**config.mk**
```make
export PLATFORM = sky130hd
export DESIGN_NAME = exclusive_access_monitor_core
export DESIGN_NICKNAME = d
export VERILOG_FILES = /design/src/hw/rtl/eam_pkg.sv /design/src/hw/rtl/eam_lock_mem.sv /design/src/hw/rtl/eam_scan.sv /design/src/hw/rtl/exclusive_access_monitor_core.sv
export SDC_FILE = /design/constraint.sdc
export NUM_CORES = 2
export LEC_CHECK = 0
export ABC_AREA = 1
export BUFFER_PORTS_ARGS = -buffer_cell sky130_fd_sc_hd__buf_2
export CAP_MARGIN = 25
export CORE_AREA = 5 5 282 394
export DETAILED_ROUTE_END_ITERATION = 10
export DIE_AREA = 0 0 287 399
export HOLD_SLACK_MARGIN = 0.03
export PLACE_DENSITY = 0.85
export SLEW_MARGIN = 20
export SYNTH_ARGS = -nofsm -noshare
export SYNTH_HDL_FRONTEND = slang
export SYNTH_SLANG_ARGS = --single-unit
```
**constraint.sdc**
```tcl
create_clock -name clk_i -period 13.8 [get_ports clk_i]
set_input_delay 0.69 -clock clk_i [delete_from_list [all_inputs] [get_ports clk_i]]
set_output_delay 0.69 -clock clk_i [all_outputs]
set_load 0.02 [all_outputs]
```
**src/hw/rtl/eam_pkg.sv**
```systemverilog
package eam_pkg;

  // address width of every range bound
  localparam int unsigned AddrW = 64;

  // default number of processors that can hold a lock
  localparam int unsigned NumCpusDefault = 8;

  // width of the cpu field
  localparam int unsigned CpuW = 3;

  // command codes
  typedef enum logic [1:0] {
    CMD_READ  = 2'd0,
    CMD_WRITE = 2'd1,
    CMD_CLEAR = 2'd2,
    CMD_QUERY = 2'd3
  } cmd_e;

  // one lock range, inclusive ends
  typedef struct packed {
    logic [AddrW-1:0] start;
    logic [AddrW-1:0] last;
  } lock_t;

  // running results of one scan over the lock table
  typedef struct packed {
    logic             blocked;
    logic             own_ok;
    logic             covered;
    logic [AddrW-1:0] win_start;
    logic [AddrW-1:0] win_end;
  } acc_t;

endpackage

```
**src/hw/rtl/eam_lock_mem.sv**
```systemverilog
module eam_lock_mem #(
  parameter int unsigned Depth = eam_pkg::NumCpusDefault,
  parameter int unsigned IdxW  = 3
) (
  input  logic                clk_i,
  input  logic                wr_en_i,
  input  logic [IdxW-1:0]     wr_addr_i,
  input  eam_pkg::lock_t      wr_data_i,
  input  logic [IdxW-1:0]     rd_addr_i,
  output eam_pkg::lock_t      rd_data_o
);

  eam_pkg::lock_t mem_q [Depth];
  eam_pkg::lock_t rd_data_q;

  // write port
  always_ff @(posedge clk_i) begin
    if (wr_en_i) begin
      mem_q[wr_addr_i] <= wr_data_i;
    end
  end

  // registered read port
  always_ff @(posedge clk_i) begin
    rd_data_q <= mem_q[rd_addr_i];
  end

  assign rd_data_o = rd_data_q;

endmodule

```
**src/hw/rtl/eam_scan.sv**
```systemverilog
module eam_scan (
  input  eam_pkg::cmd_e                cmd_i,
  input  logic [eam_pkg::AddrW-1:0]    addr_start_i,
  input  logic [eam_pkg::AddrW-1:0]    addr_end_i,
  input  eam_pkg::lock_t               entry_i,
  input  logic                         entry_valid_i,
  input  logic                         is_own_i,
  input  eam_pkg::acc_t                acc_i,
  output eam_pkg::acc_t                acc_o,
  output logic                         clear_o
);

  logic start_le_ae;
  logic as_le_end;
  logic start_le_as;
  logic ae_le_end;
  logic ws_le_end;
  logic start_le_we;
  logic hit;

  // range compares against one lock entry
  assign start_le_ae = entry_i.start <= addr_end_i;
  assign as_le_end   = addr_start_i <= entry_i.last;
  assign start_le_as = entry_i.start <= addr_start_i;
  assign ae_le_end   = addr_end_i <= entry_i.last;
  assign ws_le_end   = acc_i.win_start <= entry_i.last;
  assign start_le_we = entry_i.start <= acc_i.win_end;

  assign hit = entry_valid_i && start_le_ae && as_le_end;

  // writes drop every overlapping lock
  assign clear_o = (cmd_i == eam_pkg::CMD_WRITE) && hit;

  // fold this entry into the running results
  always_comb begin
    acc_o = acc_i;
    if (hit) begin
      acc_o.blocked = 1'b1;
    end
    if (entry_valid_i && is_own_i && start_le_as && ae_le_end) begin
      acc_o.own_ok = 1'b1;
    end
    if (entry_valid_i && start_le_as && as_le_end) begin
      acc_o.covered = 1'b1;
    end
    // lock ends below the query address: pull window start above it
    if (entry_valid_i && !as_le_end && ws_le_end) begin
      acc_o.win_start = entry_i.last + eam_pkg::AddrW'(1);
    end
    // lock starts above the query address: pull window end below it
    if (entry_valid_i && !start_le_as && start_le_we) begin
      acc_o.win_end = entry_i.start - eam_pkg::AddrW'(1);
    end
  end

endmodule

```
**src/hw/rtl/exclusive_access_monitor_core.sv**
```systemverilog
// channel  | handshake                     | payload
// ---------+-------------------------------+------------------------------------------
// in       | in_valid_i / in_ready_o       | cmd_i cpu_i exclusive_i addr_start_i
//          |                               | addr_end_i window_start_i window_end_i
// out      | out_valid_o / out_ready_i     | proceed_o excl_ok_o direct_blocked_o
//          |                               | window_granted_o out_window_start_o/end_o
//
// the lock table is read one entry per cycle; the result is formed once every
// entry has been scanned.
// one item is in work at a time; the result register lets the next item in
// while the last result still waits. a stalled output holds the block in its
// final step until the result register frees up.
// reset clears all lock valid bits and the control state; no clearing pass.
module exclusive_access_monitor_core #(
  parameter int unsigned NUM_CPUS = eam_pkg::NumCpusDefault
) (
  input  logic                          clk_i,
  input  logic                          rst_ni,
  input  logic                          in_valid_i,
  output logic                          in_ready_o,
  input  logic [1:0]                    cmd_i,
  input  logic [eam_pkg::CpuW-1:0]      cpu_i,
  input  logic                          exclusive_i,
  input  logic [eam_pkg::AddrW-1:0]     addr_start_i,
  input  logic [eam_pkg::AddrW-1:0]     addr_end_i,
  input  logic [eam_pkg::AddrW-1:0]     window_start_i,
  input  logic [eam_pkg::AddrW-1:0]     window_end_i,
  output logic                          out_valid_o,
  input  logic                          out_ready_i,
  output logic                          proceed_o,
  output logic                          excl_ok_o,
  output logic                          direct_blocked_o,
  output logic                          window_granted_o,
  output logic [eam_pkg::AddrW-1:0]     out_window_start_o,
  output logic [eam_pkg::AddrW-1:0]     out_window_end_o
);

  localparam int unsigned IdxW = (NUM_CPUS > 1) ? $clog2(NUM_CPUS) : 1;
  localparam int unsigned CntW = $clog2(NUM_CPUS + 1);
  localparam int unsigned CmpW = 7;

  typedef enum logic [1:0] {
    S_IDLE,
    S_SCAN,
    S_DONE
  } state_e;

  state_e                    state_q;
  logic [CntW-1:0]           issue_cnt_q;
  logic                      eval_vld_q;
  logic [IdxW-1:0]           eval_idx_q;
  logic [NUM_CPUS-1:0]       lock_valid_q;

  // item registers
  eam_pkg::cmd_e             cmd_q;
  logic [eam_pkg::CpuW-1:0]  cpu_q;
  logic                      excl_q;
  logic [eam_pkg::AddrW-1:0] as_q;
  logic [eam_pkg::AddrW-1:0] ae_q;
  eam_pkg::acc_t             acc_q;
  eam_pkg::acc_t             acc_d;

  // result registers
  logic                      out_valid_q;
  logic                      proceed_q;
  logic                      excl_ok_q;
  logic                      blocked_q;
  logic                      granted_q;
  logic [eam_pkg::AddrW-1:0] ows_q;
  logic [eam_pkg::AddrW-1:0] owe_q;
  logic                      proceed_d;
  logic                      excl_ok_d;
  logic                      blocked_d;
  logic                      granted_d;
  logic [eam_pkg::AddrW-1:0] ows_d;
  logic [eam_pkg::AddrW-1:0] owe_d;

  logic                      in_fire;
  logic                      issue;
  logic                      last_eval;
  logic                      load_out;
  logic                      cpu_ok;
  logic [IdxW-1:0]           cpu_idx;
  logic                      is_own;
  logic                      scan_clear;
  logic                      lock_set;
  logic                      lock_drop;
  logic                      mem_we;
  eam_pkg::lock_t            rd_data;
  eam_pkg::lock_t            wr_data;

  assign in_ready_o = (state_q == S_IDLE);
  assign in_fire    = in_valid_i && in_ready_o;
  assign issue      = (state_q == S_SCAN) && (issue_cnt_q < CntW'(NUM_CPUS));
  assign last_eval  = eval_vld_q && (eval_idx_q == IdxW'(NUM_CPUS - 1));
  assign load_out   = (state_q == S_DONE) && (!out_valid_q || out_ready_i);

  // processor numbers beyond the table own no lock
  assign cpu_ok  = CmpW'(cpu_q) < CmpW'(NUM_CPUS);
  assign cpu_idx = IdxW'(cpu_q);
  assign is_own  = cpu_ok && (eval_idx_q == cpu_idx);

  // exclusive read installs the new lock at the end of the item
  assign mem_we        = load_out && lock_set;
  assign wr_data.start = as_q;
  assign wr_data.last  = ae_q;

  eam_lock_mem #(
    .Depth (NUM_CPUS),
    .IdxW  (IdxW)
  ) u_lock_mem (
    .clk_i     (clk_i),
    .wr_en_i   (mem_we),
    .wr_addr_i (cpu_idx),
    .wr_data_i (wr_data),
    .rd_addr_i (issue_cnt_q[IdxW-1:0]),
    .rd_data_o (rd_data)
  );

  eam_scan u_scan (
    .cmd_i         (cmd_q),
    .addr_start_i  (as_q),
    .addr_end_i    (ae_q),
    .entry_i       (rd_data),
    .entry_valid_i (lock_valid_q[eval_idx_q]),
    .is_own_i      (is_own),
    .acc_i         (acc_q),
    .acc_o         (acc_d),
    .clear_o       (scan_clear)
  );

  // result fields and lock valid update for the item in hand
  always_comb begin
    proceed_d = 1'b1;
    excl_ok_d = 1'b0;
    blocked_d = 1'b0;
    granted_d = 1'b0;
    ows_d     = '0;
    owe_d     = '0;
    lock_set  = 1'b0;
    lock_drop = 1'b0;
    case (cmd_q)
      eam_pkg::CMD_READ: begin
        blocked_d = acc_q.blocked;
        excl_ok_d = excl_q;
        lock_set  = excl_q && cpu_ok;
      end
      eam_pkg::CMD_WRITE: begin
        blocked_d = acc_q.blocked;
        if (excl_q) begin
          excl_ok_d = acc_q.own_ok;
          proceed_d = acc_q.own_ok;
        end
      end
      eam_pkg::CMD_CLEAR: begin
        lock_drop = cpu_ok;
      end
      eam_pkg::CMD_QUERY: begin
        if (acc_q.covered) begin
          owe_d = '1;
        end else begin
          granted_d = 1'b1;
          ows_d     = acc_q.win_start;
          owe_d     = acc_q.win_end;
        end
      end
      default: begin
        proceed_d = 1'b1;
      end
    endcase
  end

  // item capture and scan accumulators
  always_ff @(posedge clk_i) begin
    if (in_fire) begin
      cmd_q           <= eam_pkg::cmd_e'(cmd_i);
      cpu_q           <= cpu_i;
      excl_q          <= exclusive_i;
      as_q            <= addr_start_i;
      ae_q            <= addr_end_i;
      acc_q.blocked   <= 1'b0;
      acc_q.own_ok    <= 1'b0;
      acc_q.covered   <= 1'b0;
      acc_q.win_start <= window_start_i;
      acc_q.win_end   <= window_end_i;
    end else if (eval_vld_q) begin
      acc_q <= acc_d;
    end
  end

  // sequencer, lock valid bits and result register
  always_ff @(posedge clk_i or negedge rst_ni) begin
    if (!rst_ni) begin
      state_q      <= S_IDLE;
      issue_cnt_q  <= '0;
      eval_vld_q   <= 1'b0;
      eval_idx_q   <= '0;
      lock_valid_q <= '0;
      out_valid_q  <= 1'b0;
      proceed_q    <= 1'b0;
      excl_ok_q    <= 1'b0;
      blocked_q    <= 1'b0;
      granted_q    <= 1'b0;
      ows_q        <= '0;
      owe_q        <= '0;
    end else begin
      // result valid: set on load, cleared once taken
      if (load_out) begin
        out_valid_q <= 1'b1;
      end else if (out_valid_q && out_ready_i) begin
        out_valid_q <= 1'b0;
      end

      // read pipeline: data for the issued index arrives next cycle
      eval_vld_q <= issue;
      if (issue) begin
        eval_idx_q  <= issue_cnt_q[IdxW-1:0];
        issue_cnt_q <= issue_cnt_q + CntW'(1);
      end

      // writes break overlapping locks as they are scanned
      if (eval_vld_q && scan_clear) begin
        lock_valid_q[eval_idx_q] <= 1'b0;
      end

      case (state_q)
        S_IDLE: begin
          if (in_fire) begin
            issue_cnt_q <= '0;
            state_q     <= S_SCAN;
          end
        end
        S_SCAN: begin
          if (last_eval) begin
            state_q <= S_DONE;
          end
        end
        S_DONE: begin
          if (load_out) begin
            proceed_q <= proceed_d;
            excl_ok_q <= excl_ok_d;
            blocked_q <= blocked_d;
            granted_q <= granted_d;
            ows_q     <= ows_d;
            owe_q     <= owe_d;
            if (lock_set) begin
              lock_valid_q[cpu_idx] <= 1'b1;
            end else if (lock_drop) begin
              lock_valid_q[cpu_idx] <= 1'b0;
            end
            state_q <= S_IDLE;
          end
        end
        default: begin
          state_q <= S_IDLE;
        end
      endcase
    end
  end

  assign out_valid_o        = out_valid_q;
  assign proceed_o          = proceed_q;
  assign excl_ok_o          = excl_ok_q;
  assign direct_blocked_o   = blocked_q;
  assign window_granted_o   = granted_q;
  assign out_window_start_o = ows_q;
  assign out_window_end_o   = owe_q;

endmodule

```
==> metrics <==
status=finished clean; Std-Cell Rows=142; I/O pin cnt=400; top cell type's share of synthesized area=between 50 and 60%; final WL=around 200000 um; routed length per instance=around 24 um; fraction of registers with async set/reset=~9.6%; area grow syn2layout=11.6%; post-synthesis cell type count=57; Post-CTS Setup Bufs=0; pin count of the biggest net entering global routing=roughly 220; DRC Markers=0; period utilization=~30%; Total GRT Usage=34.4%; Critical R2R Launch=issue_cnt_q[0]; Vias/cell=6.27; Leak Pwr=30.8 nW; TritonCTS clock tree=yes; RSZ-0062 raised after global routing=no; WP data required=14.50 ns; Final GP Congestion=0.964; Cells after Synth=6422; Clock Latency Late Sink=0.78 ns; vias=52000; class of the worst hold path=in2reg; drt initial violations=between 6000 and 7000; Post-synth EDFFs=1286; Setup crit end kind=flop; Final HPWL DP=130000 um; Max FO, Critical Path=220; Net count, final=7389; share of cells above drive strength 1=11.3%; largest cells by area after synthesis=edfxtp_1 (55%), ha_1 (6.9%), nor2_1 (6.1%); Max Cap Violations=0; fin worst setup slack=9.64 ns; maximum clock rate=240 MHz; first-pass GRT wire length=297000 um; Multi-input gate area=22300 um^2; fill count=approximately 7000; Max Transition Viols Final=0; vias in the first global route=50800; Final Setup Violations=0; Initial Utilization=between 60% and 70%; Synthesized Nets=7075; core area=107000 um^2; port bufs=~400; most numerous cell in the Yosys netlist=edfxtp_1; syn_area_per_cell=between 10 and 15 um^2; peak supply drop=176 uV; deepest clock path buffer count=3; die width=around 290 um; Synth top cells by count=edfxtp_1 (1286), nor2_1 (1141), o21ai_0 (821); mapped cell area=approximately 70000 um^2; Congestion Overflow GR=0; total area of sequential cells=45000 um^2; number of iterations in the first detailed-routing pass=8; initial antenna violation count=5; Clock Skew=0.0237 ns; Die Y=~400 um; Post-DRT Antenna Nets=0; Die ar.=115000 um^2; minimum clock period=4.16 ns; Setup Crit Path Kind=reg2reg; register area share after synthesis=64.2%; cts bufs inserted=143; Setup crit start kind=flop; CTS root buffer=clkbuf_16; WP data arrival=4.86 ns; Synth Register Bits=1568; Hold Slack=0.0834 ns; slew of the pin with the lowest slew margin=1.13 ns; Worst Setup SP=issue_cnt_q[0]; Worst Min Path Start=addr_end_i[33]; clock sink total=1568; Synth area leader=edfxtp_1; Slew Limit Headroom=24.9%; Clock Pin Slew Worst Setup and Hold Paths=around 0.070 ns; Final Hold Viols=0; Warnings, synthesis=0; P per Cell Area=202 nW/um^2; Setup WS pre-CTS=9.73 ns; htree depth=4; setup TNS=0 ns; Main synth FF type=edfxtp_1
registers in the layout, summed over array words and instances, names as in the netlist, 2 cells and up:
register	cells
lock_valid_q	8
eval_idx_q	3
issue_cnt_q	4
as_q	64
state_q	2
cmd_q	2
out_window_start_o	64
u_lock_mem.mem_q	1024
u_lock_mem.rd_data_o	128
ae_q	64
acc_q	131
cpu_idx	3
out_window_end_o	64
per-layer routing:
metal  track usage (%)  up-vias  wire (um)
li1                  -    23100          -
met5                 0        -          0
met4              18.5        0      12400
met1              45.3    24900      72000
met3              6.72      615      23200
met2              54.7     3381      93200
worst paths after layout:
check                                           end  slack (ns)  depth (start not counted)
max in group asynchronous    out_window_start_o[58]       11.46                          4
min in group asynchronous       out_window_end_o[7]        0.44                          2
setup reg to reg           u_lock_mem.rd_data_o[15]        9.64                          7
hold / removal                             ae_q[33]        0.08                          1
hold reg to reg                out_window_end_o[35]        0.48                          2
setup / recovery           u_lock_mem.rd_data_o[15]        9.64                          7
power breakdown:
| part | total, mW | switching, mW | internal [mW] |
|---|---|---|---|
| Combinational | 5.13 | 3.44 | 1.69 |
| Sequential | 6.54 | 0.815 | 5.73 |
| Clock | 4.13 | 1.82 | 2.31 |
| Total | 15.8 | 6.07 | 9.73 |
cell usage in the layout (no fill, tap or decap), drive strengths merged, types with 7 or more instances in the layout:
master / synthesis / routed
nor3: 83 / 83
ha: 387 / 387
clkbuf: 226 / 185
nor4: 19 / 19
xnor2: 24 / 24
dfrtp: 151 / 151
nand3: 83 / 83
a31oi: 145 / 145
o21ai: 839 / 839
buf: 43 / 437
xor2: 72 / 72
dfxtp: 131 / 131
o211ai: 7 / 7
edfxtp: 1286 / 1286
clkinvlp: 0 / 8
nand4: 73 / 73
clkinv: 2 / 50
a21oi: 206 / 206
bufinv: 0 / 13
inv: 495 / 509
nor2: 1168 / 1168
nand2: 803 / 803
o22ai: 129 / 129
cell families (layout without fill, tap and decap cells):
family,Yosys count,count (layout),synth area share [%]
compound gates,1360,1360,10.4
xor+xnor,96,96,1.20
fa+ha+maj,387,387,6.90
simple gates,2245,2245,13.2
buf+inv,766,1203,4.13
flops,1568,1568,64.2
other cells,0,2,0
stage by stage:
step | total power [mW] | util, % | area (um^2) | instances
after floorplan | 9.82 | - | 70200 | 6422
after global placement | 11.2 | 68.6 | 73400 | 8028
after CTS | 15.7 | 73.2 | 78200 | 8297
after global routing | 16.6 | 73.2 | 78300 | 8300
after detailed placement | 11.5 | 68.6 | 73400 | 8028
final | 15.8 | 73.2 | 78300 | 8301
critical path, cell delays in order, from the launching register on:
cell and delay (ns):
dfrtp_4 0.85, inv_8 0.85, buf_12 0.67, buf_4 0.90
nor2_1 0.15, o22ai_1 0.29, nor2_1 0.08, a31oi_1 0.17
final cells by class:
class                           instances  area share, %
Clock inverter                         83           1.14
Tap cell                             1440           2.30
Multi-Input combinational cell       4088           28.5
Clock buffer                          185           5.09
Timing Repair Buffer                  438           3.02
Antenna cell                            2        0.00639
Inverter                              497           2.48
Sequential cell                      1568           57.5
repair_timing:
item / in CTS / in global routing
gates resized for setup: 0 / 0
hold buffers: 1 / 0
hold endpoints to repair: 41 / 0
Note: power is estimated with default switching activity, not from simulation.
